--- config.mk ---
export PLATFORM = sky130hd
export DESIGN_NAME = cftr_front
export DESIGN_NICKNAME = d
export VERILOG_FILES = /design/src/sv/assert_macros.svh /design/src/sv/cftr_pkg.sv /design/src/sv/cftr_front.sv
export SDC_FILE = /design/constraint.sdc
export NUM_CORES = 1
export LEC_CHECK = 0
export BUFFER_PORTS_ARGS = -buffer_cell sky130_fd_sc_hd__buf_2
export CAP_MARGIN = 20
export CORE_AREA = 2 2 106 108
export CTS_BUF_LIST = sky130_fd_sc_hd__clkbuf_8
export CTS_CLUSTER_DIAMETER = 30
export DETAILED_ROUTE_END_ITERATION = 12
export DIE_AREA = 0 0 108 110
export SYNTH_ARGS = -nofsm -noshare
export SYNTH_HDL_FRONTEND = slang
export SYNTH_SLANG_ARGS = --single-unit
--- constraint.sdc ---
create_clock -name clk -period 3 [get_ports clk]
set_clock_uncertainty 0.1 [all_clocks]
set_input_delay 0.3 -clock clk [delete_from_list [all_inputs] [get_ports clk]]
set_output_delay 0.3 -clock clk [all_outputs]
set_load 0.1 [all_outputs]
--- src/sv/assert_macros.svh ---
// Assertion helpers shared by the RTL that checks itself.
`ifndef ASSERT_MACROS_SVH
`define ASSERT_MACROS_SVH

// Same-cycle implication, ignored while reset is high
`define ASSERT_IMPLIES(label, clk, rst, ante, cons, msg) \
  label: assert property (@(posedge clk) disable iff (rst) (ante) |-> (cons)) \
    else $error(msg);

// Next-cycle implication, ignored while reset is high
`define ASSERT_NEXT(label, clk, rst, ante, cons, msg) \
  label: assert property (@(posedge clk) disable iff (rst) (ante) |=> (cons)) \
    else $error(msg);

`endif

--- src/sv/cftr_pkg.sv ---
package cftr_pkg;

  // Defaults for the top-level parameters
  localparam int BYTE_POSITIONS_DEF = 8;
  localparam int TIME_BITS_DEF      = 32;

  // Fixed field widths
  localparam int ID_BITS       = 29;
  localparam int LEN_BITS      = 4;
  localparam int STAMP_BITS    = 32;
  localparam int PAYLOAD_BITS  = 64;
  localparam int MASK_BITS     = 8;
  localparam int BYTE_BITS     = 8;
  localparam int VALUE_COUNT   = 1 << BYTE_BITS;
  localparam int DISTINCT_BITS = BYTE_BITS + 1;

  // Running mean datapath: mean * count + gap fits in twice the mean width plus a carry
  localparam int MEAN_BITS = 32;
  localparam int SUM_BITS  = 2 * MEAN_BITS + 1;
  localparam int STEP_BITS = $clog2(MEAN_BITS);

  // Configuration port
  localparam int CFG_INDEX_BITS = 2;
  localparam int CFG_DATA_BITS  = ID_BITS;
  localparam logic [CFG_INDEX_BITS-1:0] REG_MATCH_ID     = CFG_INDEX_BITS'(0);
  localparam logic [CFG_INDEX_BITS-1:0] REG_MATCH_LENGTH = CFG_INDEX_BITS'(1);

  // Queue between front and back
  localparam int QUEUE_DEPTH    = 2;
  localparam int QUEUE_PTR_BITS = $clog2(QUEUE_DEPTH);
  localparam int QUEUE_CNT_BITS = $clog2(QUEUE_DEPTH + 1);

  // One classified frame as it travels to the back end
  typedef struct packed {
    logic                    hit;
    logic                    extended;
    logic                    remote;
    logic [STAMP_BITS-1:0]   stamp;
    logic [PAYLOAD_BITS-1:0] payload;
  } item_t;

endpackage

--- src/sv/cftr_front.sv ---
module cftr_front (
  input  logic                                  clk,
  input  logic                                  rst,
  // frame channel
  input  logic                                  in_valid,
  output logic                                  in_ready,
  input  logic [cftr_pkg::ID_BITS-1:0]          frame_id,
  input  logic [cftr_pkg::LEN_BITS-1:0]         frame_length,
  input  logic                                  extended_flag,
  input  logic                                  remote_flag,
  input  logic [cftr_pkg::STAMP_BITS-1:0]       arrival_time,
  input  logic [cftr_pkg::PAYLOAD_BITS-1:0]     payload,
  // register writes
  input  logic                                  cfg_valid,
  output logic                                  cfg_ready,
  input  logic [cftr_pkg::CFG_INDEX_BITS-1:0]   cfg_index,
  input  logic [cftr_pkg::CFG_DATA_BITS-1:0]    cfg_data,
  // back end busy with its clearing sweep
  input  logic                                  clearing,
  // towards the queue
  output logic                                  push_valid,
  input  logic                                  push_ready,
  output cftr_pkg::item_t                       push_item
);

  logic [cftr_pkg::ID_BITS-1:0]  match_id;
  logic [cftr_pkg::LEN_BITS-1:0] match_length;

  // Register file: writes are always taken, unknown indexes dropped
  assign cfg_ready = 1'b1;

  always_ff @(posedge clk) begin
    if (rst) begin
      match_id     <= '0;
      match_length <= '0;
    end else if (cfg_valid) begin
      unique case (cfg_index)
        cftr_pkg::REG_MATCH_ID:     match_id     <= cfg_data;
        cftr_pkg::REG_MATCH_LENGTH: match_length <= cfg_data[cftr_pkg::LEN_BITS-1:0];
        default: ;
      endcase
    end
  end

  // Frames are held off until the seen-maps are cleared
  assign in_ready   = push_ready && !clearing;
  assign push_valid = in_valid && !clearing;

  // Classify the frame on the way in
  always_comb begin
    push_item.hit      = (frame_id == match_id) && (frame_length == match_length);
    push_item.extended = extended_flag;
    push_item.remote   = remote_flag;
    push_item.stamp    = arrival_time;
    push_item.payload  = payload;
  end

endmodule

# Yosys cells after proc, flatten, opt, wreduce, memory -nomap -nowiden

Index checks and enable logic that the tools add are counted.

Reductions and logical operators: 7
Equal/unequal tests: 3
Muxes and demuxes: 0
Divide/modulo/power cells: 0
Bitwise gates (word level): 0
Shift operators: 0
Order comparisons: 0
Add/subtract/negate cells: 0
Multipliers: 0

Operator list:

| kind                 | number |
|---|---|
| $eq A29 B29 Y1       | 1 |
| $eq A4 B4 Y1         | 1 |
| $reduce_and A2 Y1    | 2 |
| $logic_and A1 B1 Y1  | 3 |
| $eq A2 B1 Y1 const B | 1 |
| $logic_not A2 Y1     | 1 |
| $logic_not A1 Y1     | 1 |

Register bits after elaboration: 33
Memories kept: 0
Bits in read-only memories: 0
Output and inout bits: 102
Input port bits: 168
RAM bits: 0
Bits in latches: 0

# Logic depth before layout (Yosys ltp)

Gate-level depths: netlist of run 1.

Depth after elaboration: 2
Gate-level depth with buffers: 5
Depth with buffers taken out: 4

# Worst setup path after synthesis of run 1

No wires, ideal clock.

Path kind: flip-flop to output port
From: register match_id[0] (netlist name)
To: output push_item[98] (netlist name)
Cell stages (with the launch flop): 5
Buffers on the path: 0
Data arrival time: 2876 ps
Path slack: -276 ps
Path through: dfxtp_1 -> xor2_1 -> nor4_1 -> nand3_1 -> nor3_1

RTL lines:

| item                   | RTL line         | text |
|---|---|---|
| from (decl)            | cftr_front.sv:26 | `logic [cftr_pkg::ID_BITS-1:0] match_id;` |
| from (signal assigned) | cftr_front.sv:38 | `cftr_pkg::REG_MATCH_ID: match_id <= cfg_data;` |
| to (decl)              | cftr_front.sv:23 | `output cftr_pkg::item_t push_item` |

==> results.txt, run 1 <==
----------------------------------------------------
[Status]
  Outcome ... complete, no violations

[Logic synthesis]
  Top area cells in the synthesized netlist ... buf_4 33%, dfxtp_1 29%, xor2_1 12%, nand2_1 9.6%, a21oi_1 6.4%
  Library cell occupying the most area in the post-synthesis netlist ... buf_4
  Commonest cells in the netlist ... 99 x buf_4, 58 x nand2_1, 33 x dfxtp_1
  Number of nets produced by synthesis ... 456
  Yosys warning total ... 0
  Avg Cell Area, Syn ... 7.91 um2
  Library cell with the highest instance count after synthesis ... buf_4
  Count of flip-flops with a built-in enable after synthesis ... 0
  Number of distinct library cells after synthesis ... 20
  Number of instances in the synthesized netlist ... 288
  Primary flip-flop cell chosen by synthesis mapping ... dfxtp_1
  Fraction of registers with async set or reset after synthesis ... 0%
  Count of state elements after synthesis ... 33
  Proportion of netlist area held by the largest area contributor ... 32.6%
  Sequential share of the synthesized area ... 29.0%
  Netlist area before placement ... 0.00228 mm2

[Global routing]
  Global-route total usage across every layer ... 9.51%
  Vias in the first global route ... 1549
  Global-route wire length before repair ... 8220 um
  Total global routing overflow ... 0
  Pin count of the biggest net entering global routing ... 34
  Antenna violations before repair ... 0

[Clocking]
  Number of buffers created by CTS ... 5
  Bufs on Longest Clock Path ... 2
  Postcts setup bufs ... 0
  Post-CTS Hold Buffers ... 0
  CTS tree ... built
  Post_cts resized ... 0
  CTS sink count ... 33
  Clk_lat worst skew ... 0.28 ns
  Reg clk slew, reported paths ... 0.07 ns
  Master cell of the clock root buffer ... clkbuf_8
  H-tree Lvls ... 2

[Critical path]
  Classification of the worst setup path ... flop to output pin
  Max incr delay on CP ... 0.45 ns
  Critical path capture point type ... output pin
  Kind of start point of the critical path ... flop
  Origin of the worst setup path ... match_id[15]
  WP data required ... 2.60 ns
  Critical path peak fanout ... 2
  Chain of cells forming the critical path ... xor2_1 -> nor4_1 -> nand4_1 -> nor3_2 -> buf_2
  Data arrival time of the critical path ... 1.99 ns
  Worst reg2reg startpoint ... match_id[25]
  CP max stage cell ... buf_2
  Worst reg2reg path depth ... 2

[Pwr]
  Combinational share of power ... 14.7%
  Highest ir drop seen on vdd ... 136 uV
  Power density normalized to cell area ... 448 mW/mm2
  Switching Share ... 27.3%
  Portion of total power attributed to the clock network ... 36.9%
  Static leakage ... 0.955 nW
  Sw Pwr ... 0.000261 W
  Total power after layout ... 0.000955 W
  Register share of total power ... 48.4%
  Internal Dissipation ... 0.000695 W

[Final layout]
  Synth-to-Final Area Change ... -6.37%
  Register Area ... 661 um2
  Antenna Cells ... 0
  Net count of the finished layout ... 428
  Footprint of the multi-input gates ... 827 um2
  Fraction of layout cells with a size suffix above 1 ... 31.5%
  Non-filler instance count after layout ... 400
  Filler cells ... 1212

[Floorplan]
  Floorplan die height ... 110 um
  Num ports ... 270
  Die footprint ... 0.0119 mm2
  Core region area ... 0.0107 mm2
  Total number of placement rows ... 38
  Initial Util ... 21.3%
  Die W ... 108 um

[Timing]
  Portion of the clock cycle consumed by the worst path in the final layout ... 79.8%
  Fin crit period ... 2.39 ns
  Final setup violating endpoints ... 0
  Number of slew-limit violations in the final report ... 0
  Hold Violations, Final ... 0
  Setup TNS Final ... 0 ns
  RSZ-0062 raised after global routing ... false
  Worst slew margin ... 54.6%
  Slew at the pin with the worst max-slew slack ... 0.681 ns
  Max frequency ... 418 MHz

[Placed design]
  Routability congestion estimate from global placement ... 0.701
  PortBufs ... 72
  DP HPWL ... 4350 um
  Placed Cells incl. Taps ... 392

[Detailed routing]
  Drt total wl ... 5690 um
  Overall via count from detail_route ... 1564
  Via-to-Cell Ratio ... 3.91
  Iteration-0 DRC count of the detailed router ... 44
  Detailed-route DRC error count ... 0
  Number of routed nets with antenna violations ... 0
  First-pass iteration count of the detailed router ... 4
  Avg WL per Cell ... 14.2 um

[Min path]
  Depth of the worst hold-timing path ... 3
  Launch instance of the worst min-delay path ... cfg_data[9]
  Worst hold-check path type ... input pin to flop

[Flow run]
  Max-cap check violation count ... 0

----------------------------------------------------
-- placed cells by master (no fill, tap or decap) --
cell,synthesis,routed
buf_2,3,72
nand2_1,58,58
dfxtp_1,33,33
xor2_1,31,31
a21oi_1,29,29
nor4_1,7,7
clkbuf_8,0,6
mux2i_1,4,4
nor2_1,4,4
nor2b_1,2,2
xnor2_1,2,2
nand3_1,2,2
nor3_1,2,1
nand4_1,1,1
nor3_2,0,1
nor3b_2,0,1
or3b_1,1,1
nand3b_1,1,1
conb_1,1,1
inv_1,0,1
buf_8,0,1
buf_4,99,1
-- through the flow --
stage | utilization, % | area (um2) | worst slack, ns | hold slack (ns)
final | 19.9 | 2130 | 0.606 | 0.146
after floorplan | - | 2280 | 0.555 | 0.336
after global routing | 19.9 | 2130 | 0.413 | 0.133
after global placement | 19.0 | 2030 | 0.775 | 0.353
after detailed placement | 19.0 | 2030 | 0.737 | 0.358
after CTS | 19.8 | 2120 | 0.497 | 0.136
-- worst paths after layout --
path                                      end  slack [ns]
worst min-delay path              match_id[9]        0.15
worst max register to register   match_id[25]        2.24
worst max-delay path            push_item[98]        0.61
worst min register to register    match_id[4]        0.37
-- registers in the layout, indices dropped and copies added (netlist names) --
name,flops
match_length,4
match_id,29
-- final cells by class --
class | count | share of cell area, %
clock buffers | 6 | 3.87
flip-flops and latches | 33 | 31.0
repair buffers | 74 | 18.0
clock inverters | 1 | 0.176
multi-input cells | 146 | 38.8
well taps | 140 | 8.22
-- worst max-delay path: cells and delay by family (launching register included) --
kind,cells,cell delay [ns]
xor+xnor,1,0.16
buf+inv,1,0.45
flops,1,0.32
simple gates,3,0.78
-- power by group through the flow --
stage,Clock [W],Sequential (W),Combinational (W)
final,0.000353,0.000462,0.000141
after floorplan,0,0.000470,0.000694
after detailed placement,0,0.000472,0.000144
after global routing,0.000397,0.000464,0.000158
after CTS,0.000376,0.000462,0.000144
after global placement,0,0.000472,0.000141
-- per-layer routing --
| metal | routed length [um] | vias up | GRT usage [%] | part of all wire, % |
|---|---|---|---|---|
| li1 | - | 753 | - | - |
| met1 | 2250 | 692 | 10.7 | 40 |
| met2 | 2690 | 91 | 16.4 | 47 |
| met3 | 500 | 28 | 2.94 | 8.8 |
| met4 | 245 | 0 | 4.49 | 4.3 |
| met5 | 0 | - | 0 | 0 |
-- cells by family (layout without fill, tap and decap cells) --
| kind of cell | after synthesis | in the layout | share of synthesized area (%) |
|---|---|---|---|
| buffers and inverters | 109 | 81 | 35.1 |
| muxes | 4 | 4 | 1.76 |
| and+or+nand+nor | 79 | 79 | 14.9 |
| AOI/OAI and AO/OA | 29 | 29 | 6.37 |
| DFF | 33 | 33 | 29.0 |
| other | 1 | 1 | 0.165 |
| xor gates and xnor gates | 33 | 33 | 12.7 |
Note: power is estimated with default switching activity, not from simulation.
==> inputs of run 2 (changes only) <==
- CORE_AREA: 2 2 106 108 -> 2 2 104 106
- DIE_AREA: 0 0 108 110 -> 0 0 106 108
- clock period: 3 -> 2.21 ns (I/O delays scaled with it)
==> results.txt, run 2 (synthesized netlist as in run 1, its figures left out) <==
----------------------------------------------------
[Timing]
  Slew at the pin with the worst max-slew slack ... 0.655 ns
  Fin crit period ... 2.17 ns
  Worst hold-check slack ... 0.0737 ns
  RSZ-0062 raised after global routing ... true
  Max frequency ... 462 MHz
  Hold Violations, Final ... 0
  Number of slew-limit violations in the final report ... 0
  Worst slew margin ... 56.3%
  Setup TNS Final ... 0 ns
  Final setup violating endpoints ... 0
  Portion of the clock cycle consumed by the worst path in the final layout ... 98.0%

[Detailed routing]
  Overall via count from detail_route ... 1598
  First-pass iteration count of the detailed router ... 4
  Drt total wl ... 5480 um
  Detailed-route DRC error count ... 0
  Avg WL per Cell ... 13.7 um
  Iteration-0 DRC count of the detailed router ... 37
  Number of routed nets with antenna violations ... 0
  Via-to-Cell Ratio ... 4.00

[Global routing]
  Global-route wire length before repair ... 8110 um
  Global-route total usage across every layer ... 9.41%
  Vias in the first global route ... 1601
  Antenna violations before repair ... 0
  Pin count of the biggest net entering global routing ... 34
  Total global routing overflow ... 0

[Clocking]
  CTS tree ... built
  Reg clk slew, reported paths ... 0.07 ns
  Number of buffers created by CTS ... 5
  Clk_lat worst skew ... 0.28 ns
  Post-CTS Hold Buffers ... 0
  H-tree Lvls ... 2
  CTS sink count ... 33
  Bufs on Longest Clock Path ... 2
  Master cell of the clock root buffer ... clkbuf_8

[Pwr]
  Power density normalized to cell area ... 601 mW/mm2
  Static leakage ... 0.996 nW
  Highest ir drop seen on vdd ... 218 uV

[Final layout]
  Biggest regs ... match_id: 29 flops, match_length: 4 flops
  Net count of the finished layout ... 431
  Most common library cell in the layout ignoring fill and taps ... buf_2
  Fraction of layout cells with a size suffix above 1 ... 36.0%
  Synth-to-Final Area Change ... -2.64%
  Highest-count cells in the layout ignoring fill and taps ... 71 x buf_2, 58 x nand2_1, 31 x xor2_1, 31 x dfxtp_1, 29 x a21oi_1
  Non-filler instance count after layout ... 400
  Fin area ... 0.00222 mm2
  Largest register by flop count ... match_id
  Number of flip-flops in the largest register ... 29
  Antenna Cells ... 0

[Floorplan]
  Die footprint ... 0.0114 mm2
  Core region area ... 0.0102 mm2
  Initial Util ... 22.3%
  Die W ... 106 um
  Total number of placement rows ... 37
  Floorplan die height ... 108 um
  Num ports ... 270

[Placed design]
  Routability congestion estimate from global placement ... 0.738
  PortBufs ... 72
  Placed Cells incl. Taps ... 392
  Placed inst area ... 0.00208 mm2
  DP HPWL ... 4340 um

[Critical path]
  Worst reg2reg path depth ... 2
  Critical path peak fanout ... 2
  Data arrival time of the critical path ... 1.85 ns
  Kind of start point of the critical path ... flop
  WP data required ... 1.89 ns
  Critical path capture point type ... output pin
  Worst reg2reg startpoint ... match_length[1]
  FF-to-FF setup slack ... 1.46 ns
  Origin of the worst setup path ... match_id[15]
  Classification of the worst setup path ... flop to output pin

[Min path]
  Depth of the worst hold-timing path ... 3
  Worst hold-check path type ... input pin to flop
  Launch instance of the worst min-delay path ... cfg_data[7]

[Flow run]
  Max-cap check violation count ... 0

[Status]
  Outcome ... complete, no violations

----------------------------------------------------
-- run 2: worst max-delay path, stage by stage, from the launching register on --
cell     delay [ns]
dfxtp_2        0.33
xor2_1         0.18
nor4_2         0.32
buf_4          0.17
nand4_1        0.15
nor3_4         0.21
buf_12         0.20
-- run 2: cell type report --
class / count / area [um2]
clock buffers: 7 / 96.3
clock inverters: 1 / 5.00
fillers: 1160 / 8010
multi-input cells: 146 / 870
flip-flops and latches: 33 / 663
well taps: 136 / 170
repair buffers: 77 / 413
-- run 2: stage by stage --
stage / util [%] / setup slack (ns) / total power [W]
floorplan: - / 0.220 / 0.00158
global placement: 20.3 / 0.103 / 0.000836
detailed placement: 20.3 / 0.133 / 0.000840
CTS: 21.6 / -0.0264 / 0.00137
global route: 21.7 / -0.0842 / 0.00142
finish: 21.7 / 0.0435 / 0.00133
-- run 2: timing repair --
action                     4_1_cts  5_1_grt
gates resized for setup          6        2
setup buffers                    0        0
pin swaps                        1        0
cloned                           0        0
hold endpoints to repair         0        0
setup endpoints to repair        1        1
-- run 2: final timing paths --
check / endpoint
worst min register to register: match_id[4]
worst min-delay path: match_id[7]
worst max-delay path: push_item[98]
worst max register to register: match_length[1]
-- run 2: routing by layer --
metal / vias to the layer above / share of wire (%) / routed length (um) / GRT usage, %
met2: 86 / 50 / 2750 / 16.1
met5: - / 0 / 0 / 0
met3: 36 / 7.6 / 414 / 2.95
met4: 0 / 3.6 / 198 / 5.36
li1: 759 / - / - / -
met1: 717 / 39 / 2120 / 10.4
-- run 2: power by group --
group | internal [W] | switching [W]
combinational | 0.0000893 | 0.000112
clock | 0.000282 | 0.000223
sequential | 0.000615 | 0.0000127
total | 0.000986 | 0.000347
