**src/sv/assert_macros.svh**
```systemverilog
// Assertion helpers shared by the RTL that checks itself.
`ifndef ASSERT_MACROS_SVH
`define ASSERT_MACROS_SVH

// Same-cycle implication, ignored while reset is high
`define ASSERT_IMPLIES(label, clk, rst, ante, cons, msg) \
  label: assert property (@(posedge clk) disable iff (rst) (ante) |-> (cons)) \
    else $error(msg);

// Next-cycle implication, ignored while reset is high
`define ASSERT_NEXT(label, clk, rst, ante, cons, msg) \
  label: assert property (@(posedge clk) disable iff (rst) (ante) |=> (cons)) \
    else $error(msg);

`endif

```
**src/sv/cftr_pkg.sv**
```systemverilog
package cftr_pkg;

  // Defaults for the top-level parameters
  localparam int BYTE_POSITIONS_DEF = 8;
  localparam int TIME_BITS_DEF      = 32;

  // Fixed field widths
  localparam int ID_BITS       = 29;
  localparam int LEN_BITS      = 4;
  localparam int STAMP_BITS    = 32;
  localparam int PAYLOAD_BITS  = 64;
  localparam int MASK_BITS     = 8;
  localparam int BYTE_BITS     = 8;
  localparam int VALUE_COUNT   = 1 << BYTE_BITS;
  localparam int DISTINCT_BITS = BYTE_BITS + 1;

  // Running mean datapath: mean * count + gap fits in twice the mean width plus a carry
  localparam int MEAN_BITS = 32;
  localparam int SUM_BITS  = 2 * MEAN_BITS + 1;
  localparam int STEP_BITS = $clog2(MEAN_BITS);

  // Configuration port
  localparam int CFG_INDEX_BITS = 2;
  localparam int CFG_DATA_BITS  = ID_BITS;
  localparam logic [CFG_INDEX_BITS-1:0] REG_MATCH_ID     = CFG_INDEX_BITS'(0);
  localparam logic [CFG_INDEX_BITS-1:0] REG_MATCH_LENGTH = CFG_INDEX_BITS'(1);

  // Queue between front and back
  localparam int QUEUE_DEPTH    = 2;
  localparam int QUEUE_PTR_BITS = $clog2(QUEUE_DEPTH);
  localparam int QUEUE_CNT_BITS = $clog2(QUEUE_DEPTH + 1);

  // One classified frame as it travels to the back end
  typedef struct packed {
    logic                    hit;
    logic                    extended;
    logic                    remote;
    logic [STAMP_BITS-1:0]   stamp;
    logic [PAYLOAD_BITS-1:0] payload;
  } item_t;

endpackage

```
**src/sv/cftr_queue.sv**
```systemverilog
module cftr_queue (
  input  logic            clk,
  input  logic            rst,
  input  logic            push_valid,
  output logic            push_ready,
  input  cftr_pkg::item_t push_item,
  output logic            pop_valid,
  input  logic            pop_ready,
  output cftr_pkg::item_t pop_item
);

  cftr_pkg::item_t                         slots [cftr_pkg::QUEUE_DEPTH];
  logic [cftr_pkg::QUEUE_PTR_BITS-1:0]     wr_ptr;
  logic [cftr_pkg::QUEUE_PTR_BITS-1:0]     rd_ptr;
  logic [cftr_pkg::QUEUE_CNT_BITS-1:0]     fill;
  logic                                    do_push;
  logic                                    do_pop;

  assign push_ready = (fill != cftr_pkg::QUEUE_CNT_BITS'(cftr_pkg::QUEUE_DEPTH));
  assign pop_valid  = (fill != '0);
  assign pop_item   = slots[rd_ptr];
  assign do_push    = push_valid && push_ready;
  assign do_pop     = pop_valid && pop_ready;

  // Storage
  always_ff @(posedge clk) begin
    if (do_push) begin
      slots[wr_ptr] <= push_item;
    end
  end

  // Pointers and fill level
  always_ff @(posedge clk) begin
    if (rst) begin
      wr_ptr <= '0;
      rd_ptr <= '0;
      fill   <= '0;
    end else begin
      if (do_push) begin
        wr_ptr <= wr_ptr + 1'b1;
      end
      if (do_pop) begin
        rd_ptr <= rd_ptr + 1'b1;
      end
      if (do_push && !do_pop) begin
        fill <= fill + 1'b1;
      end else if (do_pop && !do_push) begin
        fill <= fill - 1'b1;
      end
    end
  end

endmodule

```
**config.mk**
```make
export PLATFORM = sky130hd
export DESIGN_NAME = cftr_queue
export DESIGN_NICKNAME = d
export VERILOG_FILES = /design/src/sv/assert_macros.svh /design/src/sv/cftr_pkg.sv /design/src/sv/cftr_queue.sv
export SDC_FILE = /design/constraint.sdc
export NUM_CORES = 1
export LEC_CHECK = 0
export BUFFER_PORTS_ARGS = -buffer_cell sky130_fd_sc_hd__buf_2
export CORE_UTILIZATION = 30
export CTS_BUF_LIST = sky130_fd_sc_hd__clkbuf_8
export DETAILED_ROUTE_END_ITERATION = 6
export PLACE_DENSITY_LB_ADDON = 0.1
export SETUP_SLACK_MARGIN = 0.05
export SYNTH_ARGS = -nofsm -noshare
export SYNTH_HDL_FRONTEND = slang
export SYNTH_SLANG_ARGS = --single-unit
```
**constraint.sdc**
```tcl
create_clock -name clk -period 5.6 [get_ports clk]
set_input_delay 1.12 -clock clk [delete_from_list [all_inputs] [get_ports clk]]
set_output_delay 1.12 -clock clk [all_outputs]
set_load 0.05 [all_outputs]
```
=== Word level (Yosys, flattened, before mapping) ===
Memories as Yosys holds them, arrays and structs flattened. A register that Yosys moved wholly into a read port is not among the register bits.
Cells that the tools add are included.

* Input bits: 103
* Word-level logic and storage cells: 23
* Output and inout bits: 101
* RAM bits: 198
* Memories: 1
* Bits in registers: 4

* Reduce and logical (&&, ||, !) cells: 8
* Mux-type cells: 6
* Add/subtract/negate cells: 4
* Equal/unequal tests: 1

{| class="wikitable"
|+ Memories
! memory !! words !! width !! rd ports !! clocked after memory_dff !! wr ports !! RTL line !! text
|-
| slots || 2 || 99 || 1 || 1 || 1 || cftr_queue.sv:12 || <nowiki>cftr_pkg::item_t slots [cftr_pkg::QUEUE_DEPTH];</nowiki>
|}

{| class="wikitable"
|+ Operators with widths
! operator !! count
|-
| logical AND 1 bit || 4
|-
| 2-to-1 mux 1 bit || 4
|-
| 2-to-1 mux 2 bit || 2
|-
| nonzero test 2 bit || 2
|-
| adder 1 bit (second input constant) || 2
|-
| adder 2 x 1 -> 2 bit (second input constant) || 1
|-
| zero test 1 bit || 2
|-
| != test 2 bit (second input constant) || 1
|-
| subtractor 2 x 1 -> 2 bit (second input constant) || 1
|}

=== Logic depth before layout (Yosys ltp) ===
Gate-level depths: netlist of run 1.

* Depth after elaboration: 6
* Gate-level depth with buffers: 6
* Mapped depth without buffers: 6

=== Worst setup path before layout of run 1 ===
OpenSTA, ideal clock, no wires.

* Path kind: input to register
* Start point: input push_valid
* End point: memory slots[1][0] (netlist bit) (enable)
* Library setup time: 470 ps
* Stages: 1
* Slack: 1,667 ps
* Data required time: 5,130 ps
* Data arrival time: 3,463 ps
* Buffers on the path: 0
* Path through: and3_1

* Word-level cells in the longest chain between the ends: 3

{| class="wikitable"
|+ RTL lines
! item !! RTL line !! text
|-
| start, declared || cftr_queue.sv:4 || <nowiki>input logic push_valid,</nowiki>
|-
| logical AND 1 bit || cftr_queue.sv:22 || <nowiki>assign do_push = push_valid && push_ready;</nowiki>
|-
| 2-to-1 mux 1 bit || cftr_queue.sv:27 || <nowiki>if (do_push) begin</nowiki>
|-
| 2-to-1 mux 1 bit (implied by the code) || cftr_queue.sv:28 || <nowiki>slots[wr_ptr] <= push_item;</nowiki>
|-
| end, declared || cftr_queue.sv:12 ||
|}

Every way passes these cells.

==> metrics.yaml, run 1 <==
worstSetupEndpointType: "primary output"
finalClockSkew_ns: 0.01670
post-synth-top-area-cell: "edfxtp_1"
share_comb_of_total_power: 0.340
overflow_left_after_global_routing: 0
synth_nets: 436
grt_setup_unrepaired: "no"
finalWeightedCongestion: 0.6997
globalRouteMet1Util: 0.1449
dp_hpwl_um: 9361
synth_enable_flop_cells: 198
tritonroute_pass_1_iters: 4
postCtsSetupRepairBufs: 0
synth_area_leaders: "edfxtp_1 80%, mux2_2 14%, mux2_4 2.0%"
grt.met3_usage: 0.06330
irDropWorstVdd_mv: 0.6105
area_growth_syn_to_layout_pct: 27.36
worst_slew_pin_slew_ns: 1.117
clock_tree.root_cell: "clkbuf_8"
placement_rows: 57
powerDensity_nw_per_um2: 515.4
synth_async_sr_flop_share: 0
antenna_found_initial: 3
grt_pass1_vias: 4192
max_stage_delay_ns: 0.78
routed_wl_um: 15210
ys.warnings.count: 0
via_count: 3855
layout.nets: 672
top_level_ports: 204
cts_inserted_buffers: 38
antenna_violating_nets_post_route: 0
die_height_um: 159
yosys-top-cells-count: "198 x edfxtp_1, 89 x mux2_2, 10 x mux2_4, 8 x buf_2, 5 x dfxtp_1"
start_util: 0.3050
internal_power_mw: 2.996
floorplan.die.width_um: 159
clkSlewWorstSetupHoldPaths_ns: 0.05
setup_tns_ns: 0
number_of_max_cap_violations: 0
synthesis.area_per_instance_um2: 22.27
clkLatencyLatePin_ns: 0.52
cts_sinks: 203
synth_seq_area_share: 0.8176
cts_tree: "built"
setup.worst_path.class: "reg -> out"
timing.reg2reg.setup_slack_ns: 3.16
post_drt_wl_per_cell_um: 16.60
required_ns: 4.48
postSynthCellCount: 332
dr.first_iter.drc_count: 122
setup_viol: 0
area_of_the_mapped_netlist_um2: 7395
grt_max_degree: 73
seqPwrFrac: 0.411
synth_top_cell_area_share: 0.8041
detail_route.vias_per_cell: 4.209
grt_pass1_wl_um: 23120
dpl_worst_slack_ns: 2.451
global_route.peak_usage_layer: "met2"
achievable_frequency_mhz: 279.6
outcome: "finished, final reports clean"
switchingPower_mw: 1.857
worst_slew_margin_rel: 0.2556
yosysMostFrequentCell: "edfxtp_1"
worst-endpoint-arrival_ns: 2.46
critPathBufInv: 2
layout_worst_path_cycle_share: 0.6387
critical_path_cell_list: "buf_4 -> mux2_2 -> buf_2"
path_delay_family: "flip-flops"
grtUsageTotal: 0.1200
postSynthRegisterBits: 203
ctsLongestPathBuffers: 3
cts_repair_resize_count: 0
static-leakage-power_nw: 3.528
hold_buffers: 0
timing.final.hold_violations: 0
worst_path_max_delay_cell: "dfxtp_4"
clock_power_share: 0.249
timing_max_transition_violations_final: 0
timing.critical_path.from_type: "flop"
most_used_dff_post_synth: "edfxtp_1"
crit_path_setup_slack_layout_ns: 2.023
fin_crit_ns: 3.577
floorplan.die_area_um2: 25280
switching_share: 0.3827
io_buffers: 203
hp-class: "reg -> reg"
number_of_library_cell_types_mapped_by_synthesis: 19
layout-drive-gt1-share: 0.5983
cts_max_level: 2
grt.met2_usage: 0.1798
critical_path_peak_fanout: 44
drc: 0
core_area_um2: 24250
## cells by family (layout without fill, tap and decap cells)
kind of cell | Yosys count | after routing | synth area share
flip-flops | 203 | 203 | 0.8176
multiplexers | 99 | 99 | 0.1558
buffers and inverters | 12 | 270 | 0.01049
AND/OR/NAND/NOR | 9 | 9 | 0.006771
AO/OA/AOI/OAI | 5 | 5 | 0.004061
XOR/XNOR | 3 | 3 | 0.003554
adder cells (fa/ha/maj) | 1 | 1 | 0.001692
other | 0 | 2 | 0
## cell type report
class | count | area [um^2]
fill | 2287 | 14830
inverter | 1 | 6.256
multi-input combinational | 117 | 1276
clock buffer | 39 | 536.8
timing repair buffer | 207 | 1046
clock inverter | 23 | 92.59
antenna | 2 | 5.005
sequential | 203 | 6050
tap | 324 | 405.4
## path summary, 6_finish.rpt
check | from | end | cells after the start
hold / removal | rd_ptr | rd_ptr | 2
setup / recovery | flop | pop_item[92] | 3
hold reg to reg | rd_ptr | rd_ptr | 2
setup reg to reg | fill[0] | slots[1][93] | 3
## cells in the final DEF (no fill, tap or decap)
| master | Yosys | final |
|---|---|---|
| mux2_2 | 89 | 89 |
| nor2_1 | 3 | 3 |
| dfxtp_4 | 0 | 1 |
| and3_4 | 0 | 1 |
| inv_4 | 0 | 1 |
| nand2b_1 | 1 | 1 |
| clkinv_2 | 0 | 2 |
| or3_1 | 1 | 1 |
| dfxtp_1 | 5 | 4 |
| clkinvlp_4 | 0 | 1 |
| ha_1 | 1 | 1 |
| nand3b_1 | 1 | 1 |
| diode_2 | 0 | 2 |
| o21ai_0 | 2 | 2 |
| xor2_1 | 3 | 3 |
| clkbuf_8 | 0 | 39 |
| or2_2 | 1 | 1 |
| clkinv_1 | 0 | 8 |
| buf_4 | 0 | 4 |
| and2_1 | 1 | 1 |
| a21bo_2 | 1 | 1 |
| inv_1 | 1 | 12 |
| buf_2 | 8 | 203 |
| mux2_4 | 10 | 10 |
| edfxtp_1 | 198 | 198 |
| a21oi_1 | 2 | 2 |
## per-layer routing
metal | up-vias | wire length (um) | part of all wire
met4 | 2 | 390 | 0.026
li1 | 1800 | - | -
met3 | 41 | 1648 | 0.11
met1 | 1849 | 6427 | 0.42
met5 | - | 17 | 0.0011
met2 | 163 | 6726 | 0.44
## power by group through the flow
| stage | clock, mW | sequential (mW) | combinational (mW) |
|---|---|---|---|
| final | 1.21 | 2.00 | 1.65 |
| after floorplan | 0 | 1.98 | 1.36 |
| after detailed placement | 0 | 2.03 | 1.67 |
| after global routing | 1.32 | 2.02 | 1.73 |
| after global placement | 0 | 2.02 | 1.67 |
| after CTS | 1.26 | 2.00 | 1.68 |
## state kept, by name (all words and copies together) (netlist names), named ones only
signal	count
rd_ptr	1
wr_ptr	1
fill	2
slots	198
## through the flow
stage               instance area, um^2  power, mW  utilization  std cells  hold WS [ns]
floorplan                          7395      3.337            -        332        0.4705
global placement                   8783      3.686       0.3622        852        0.4844
detailed placement                 8783      3.704       0.3622        852        0.5003
CTS                                9413      4.944       0.3882        914        0.5161
global route                       9413      5.081       0.3882        914        0.5568
finish                             9418      4.854       0.3884        916        0.5074
## tightest hold or removal path: cells and delay by family (launching register included)
kind / cells / cell delay (ns)
XOR/XNOR: 1 / 0.08
flip-flops: 1 / 0.32
AND/OR/NAND/NOR: 1 / 0.08
(Power assumes the default switching activity.)
==> run 2: changes to the inputs <==
- ABC_AREA: default -> 1
- clock period: 5.6 -> 3.5 ns (I/O delays scaled with it)
==> metrics.yaml, run 2 <==
achievable_frequency_mhz: 348.1
clock_tree.root_cell: "clkbuf_8"  # unchanged
post_drt_wl_per_cell_um: 15.85  # was 16.60 um
postCtsSetupRepairBufs: 0  # unchanged
layout.cell_area.non_filler_um2: 9495  # was 9418 um^2
layout_top_registers: "slots x198, fill x2"  # unchanged
layout.nets: 687  # was 672
timing.rr.start: "fill[0]"  # unchanged
antenna_violating_nets_post_route: 0  # unchanged
setup.worst_path.class: "reg -> out"  # unchanged
cts_inserted_buffers: 36  # was 38
number_of_max_cap_violations: 0  # unchanged
layout.area.seq_um2: 6050  # unchanged
die_height_um: 159.2  # was 159 um
via_count: 3934  # was 3855
grtUsageTotal: 0.1179  # was 0.1200
placement_rows: 57  # unchanged
powerDensity_nw_per_um2: 796.3  # was 515.4 nW/um^2
placed_area_um2: 8900  # was 8783 um^2
synth_nets: 449  # was 436
largest_register: "slots"  # unchanged
start_util: 0.3056  # was 0.3050
hold_buffers: 0  # unchanged
timing.reg2reg.setup_slack_ns: 1.55  # was 3.16 ns
floorplan.die_area_um2: 25340  # was 25280 um^2
top_level_ports: 204  # unchanged
max_stage_delay_ns: 0.79  # was 0.78 ns
worst_slew_margin_rel: 0.4431  # was 0.2556
synth_enable_flop_cells: 198  # unchanged
whs_path_depth: 1  # was 2
worstSetupEndpointType: "primary output"  # unchanged
ys.warnings.count: 0  # unchanged
drc: 0  # unchanged
dr.first_iter.drc_count: 138  # was 122
postSynthRegisterBits: 203  # unchanged
overflow_left_after_global_routing: 0  # unchanged
yosysMostFrequentCell: "edfxtp_1"  # unchanged
cts_max_level: 2  # unchanged
multi_input_area_um2: 1276  # unchanged
commonest_cells_after_routing_fill_and_taps_aside: "203 x buf_2, 198 x edfxtp_1, 89 x mux2_2, 37 x clkbuf_8, 15 x inv_1"  # was 203 x buf_2, 198 x edfxtp_1, 89 x mux2_2, 39 x clkbuf_8, 12 x inv_1
setup_viol: 0  # unchanged
layout_worst_path_cycle_share: 0.8209
fin_crit_ns: 2.873
dpl_worst_slack_ns: 1.063  # was 2.451 ns
placed_cells: 869  # was 852
finalClockSkew_ns: 0.01461  # was 0.01670 ns
tritonroute_pass_1_iters: 4  # unchanged
r2r_end: "slots[0][48]"  # was slots[1][93]
post-synth-top-area-cell: "edfxtp_1"  # unchanged
routed_wl_um: 14730  # was 15210 um
finalWeightedCongestion: 0.6959  # was 0.6997
static-leakage-power_nw: 3.565  # was 3.528 nW
irDropWorstVdd_mv: 0.3338  # was 0.6105 mV
cts_repair_resize_count: 0  # unchanged
worst_slew_pin_slew_ns: 0.8333  # was 1.117 ns
cts_tree: "built"  # unchanged
clkLatencyLatePin_ns: 0.50  # was 0.52 ns
ctsLongestPathBuffers: 3  # unchanged
area_of_the_mapped_netlist_um2: 7411  # was 7395 um^2
timing_max_transition_violations_final: 0  # unchanged
layout-drive-gt1-share: 0.5837  # was 0.5983
hold_path_startpoint: "push_item[83]"  # was rd_ptr
hp-class: "in -> reg"  # was reg -> reg
synth_seq_area_share: 0.8158  # was 0.8176
layout_commonest_cell: "buf_2"  # unchanged
synth_area_leaders: "edfxtp_1 80%, mux2_2 14%, mux2_4 2.0%"  # unchanged
grt_max_degree: 56  # was 73
synth_async_sr_flop_share: 0  # unchanged
timing.critical_path.from_type: "flop"  # unchanged
synth_top_cell_area_share: 0.8023  # was 0.8041
required_ns: 2.80  # was 4.48 ns
dp_hpwl_um: 9450  # was 9361 um
timing.final.hold_violations: 0  # unchanged
number_of_library_cell_types_mapped_by_synthesis: 14  # was 19
critical_path_cell_list: "buf_4 -> mux2_2 -> buf_2"  # unchanged
outcome: "finished, final reports clean"  # unchanged
io_buffers: 203  # unchanged
area_growth_syn_to_layout_pct: 28.13  # was 27.36%
grt_pass1_vias: 4350  # was 4192
antenna_found_initial: 3  # unchanged
worst-endpoint-arrival_ns: 2.17  # was 2.46 ns
instances_no_fill: 929  # was 916
worst_path_max_delay_cell: "dfxtp_4"  # unchanged
crit_path_setup_slack_layout_ns: 0.6269  # was 2.023 ns
grt_pass1_wl_um: 23030  # was 23120 um
floorplan.die.width_um: 159.2  # was 159 um
synthesis.area_per_instance_um2: 21.48  # was 22.27 um^2
hold-path-endpoint: "slots[1][83]"  # was rd_ptr
yosys-top-cells-count: "198 x edfxtp_1, 89 x mux2_2, 10 x mux2_4, 9 x nand2_1"  # was 198 x edfxtp_1, 89 x mux2_2, 10 x mux2_4, 8 x buf_2, 5 x dfxtp_1
largest_register_ffs: 198  # unchanged
ff2ff_path_depth: 5  # was 3
nFillCells: 2288  # was 2287
postSynthCellCount: 345  # was 332
cts_sinks: 203  # unchanged
setup_tns_ns: 0  # unchanged
core_area_um2: 24250  # unchanged
grt_setup_unrepaired: "no"  # unchanged
most_used_dff_post_synth: "edfxtp_1"  # unchanged
clkSlewWorstSetupHoldPaths_ns: 0.06  # was 0.05 ns
detail_route.vias_per_cell: 4.235  # was 4.209
hold-worst-slack_ns: 0.3877  # was 0.5074 ns
critical_path_peak_fanout: 42  # was 44
-- run 2: changes by cell type after synthesis, moves of 2 or more --
cell / previous run / this run
inv_1: 1 / 8
nand2_1: 0 / 9
nand3_1: 0 / 2
nor2_1: 3 / 7
xor2_1: 3 / 0
-- run 2: per-layer routing --
layer / global-route usage / wire (um)
met4: 0.04895 / 356
met1: 0.1348 / 6051
met5: 0 / 27
met2: 0.1902 / 6833
met3: 0.05496 / 1457
-- run 2: cell families (layout without fill, tap and decap cells) --
logic type	count (synthesis)	after routing	synth area share
AOI/OAI and AO/OA	4	4	0.002701
adders and majority gates	1	1	0.001688
muxes	99	99	0.1555
other	0	2	0
DFF	203	203	0.8158
buffers and inverters	19	277	0.01401
and+or+nand+nor	19	19	0.01030
-- run 2: critical path: cells and delay by family (launching register included) --
| kind | cells | cell delay (ns) |
|---|---|---|
| buffers and inverters | 2 | 0.54 |
| flip-flops | 1 | 0.79 |
| multiplexers | 1 | 0.36 |
-- run 2: stage by stage --
step / power [mW] / util
after floorplan: 5.196 / -
after global placement: 5.794 / 0.3670
after detailed placement: 5.815 / 0.3670
after CTS: 7.710 / 0.3914
after global routing: 7.949 / 0.3914
final: 7.561 / 0.3916
-- run 2: where the power goes --
| group | switching [mW] | internal, mW |
|---|---|---|
| sequential | 0.133 | 3.08 |
| combinational | 1.81 | 0.707 |
| clock | 0.871 | 0.966 |
-- run 2: how the worst max path moves through the flow --
stage                     startpoint            to  slack (ns)  cells past startpoint
after global routing            flop  pop_item[20]        0.44                      3
after floorplan              fill[0]   slots[0][0]       -0.48                      4
final                           flop  pop_item[20]        0.63                      3
after global placement          flop  pop_item[46]        1.07                      3
after CTS                       flop  pop_item[20]        0.51                      3
after detailed placement        flop  pop_item[20]        1.06                      3
-- run 2: final cells by class --
cell class,instances,share of cell area
clock buffer,37,0.05363
timing repair buffer,211,0.1199
antenna,2,0.0005271
sequential,203,0.6371
tap,324,0.04269
clock inverter,21,0.008565
multi-input combinational,123,0.1344
inverter,8,0.003162
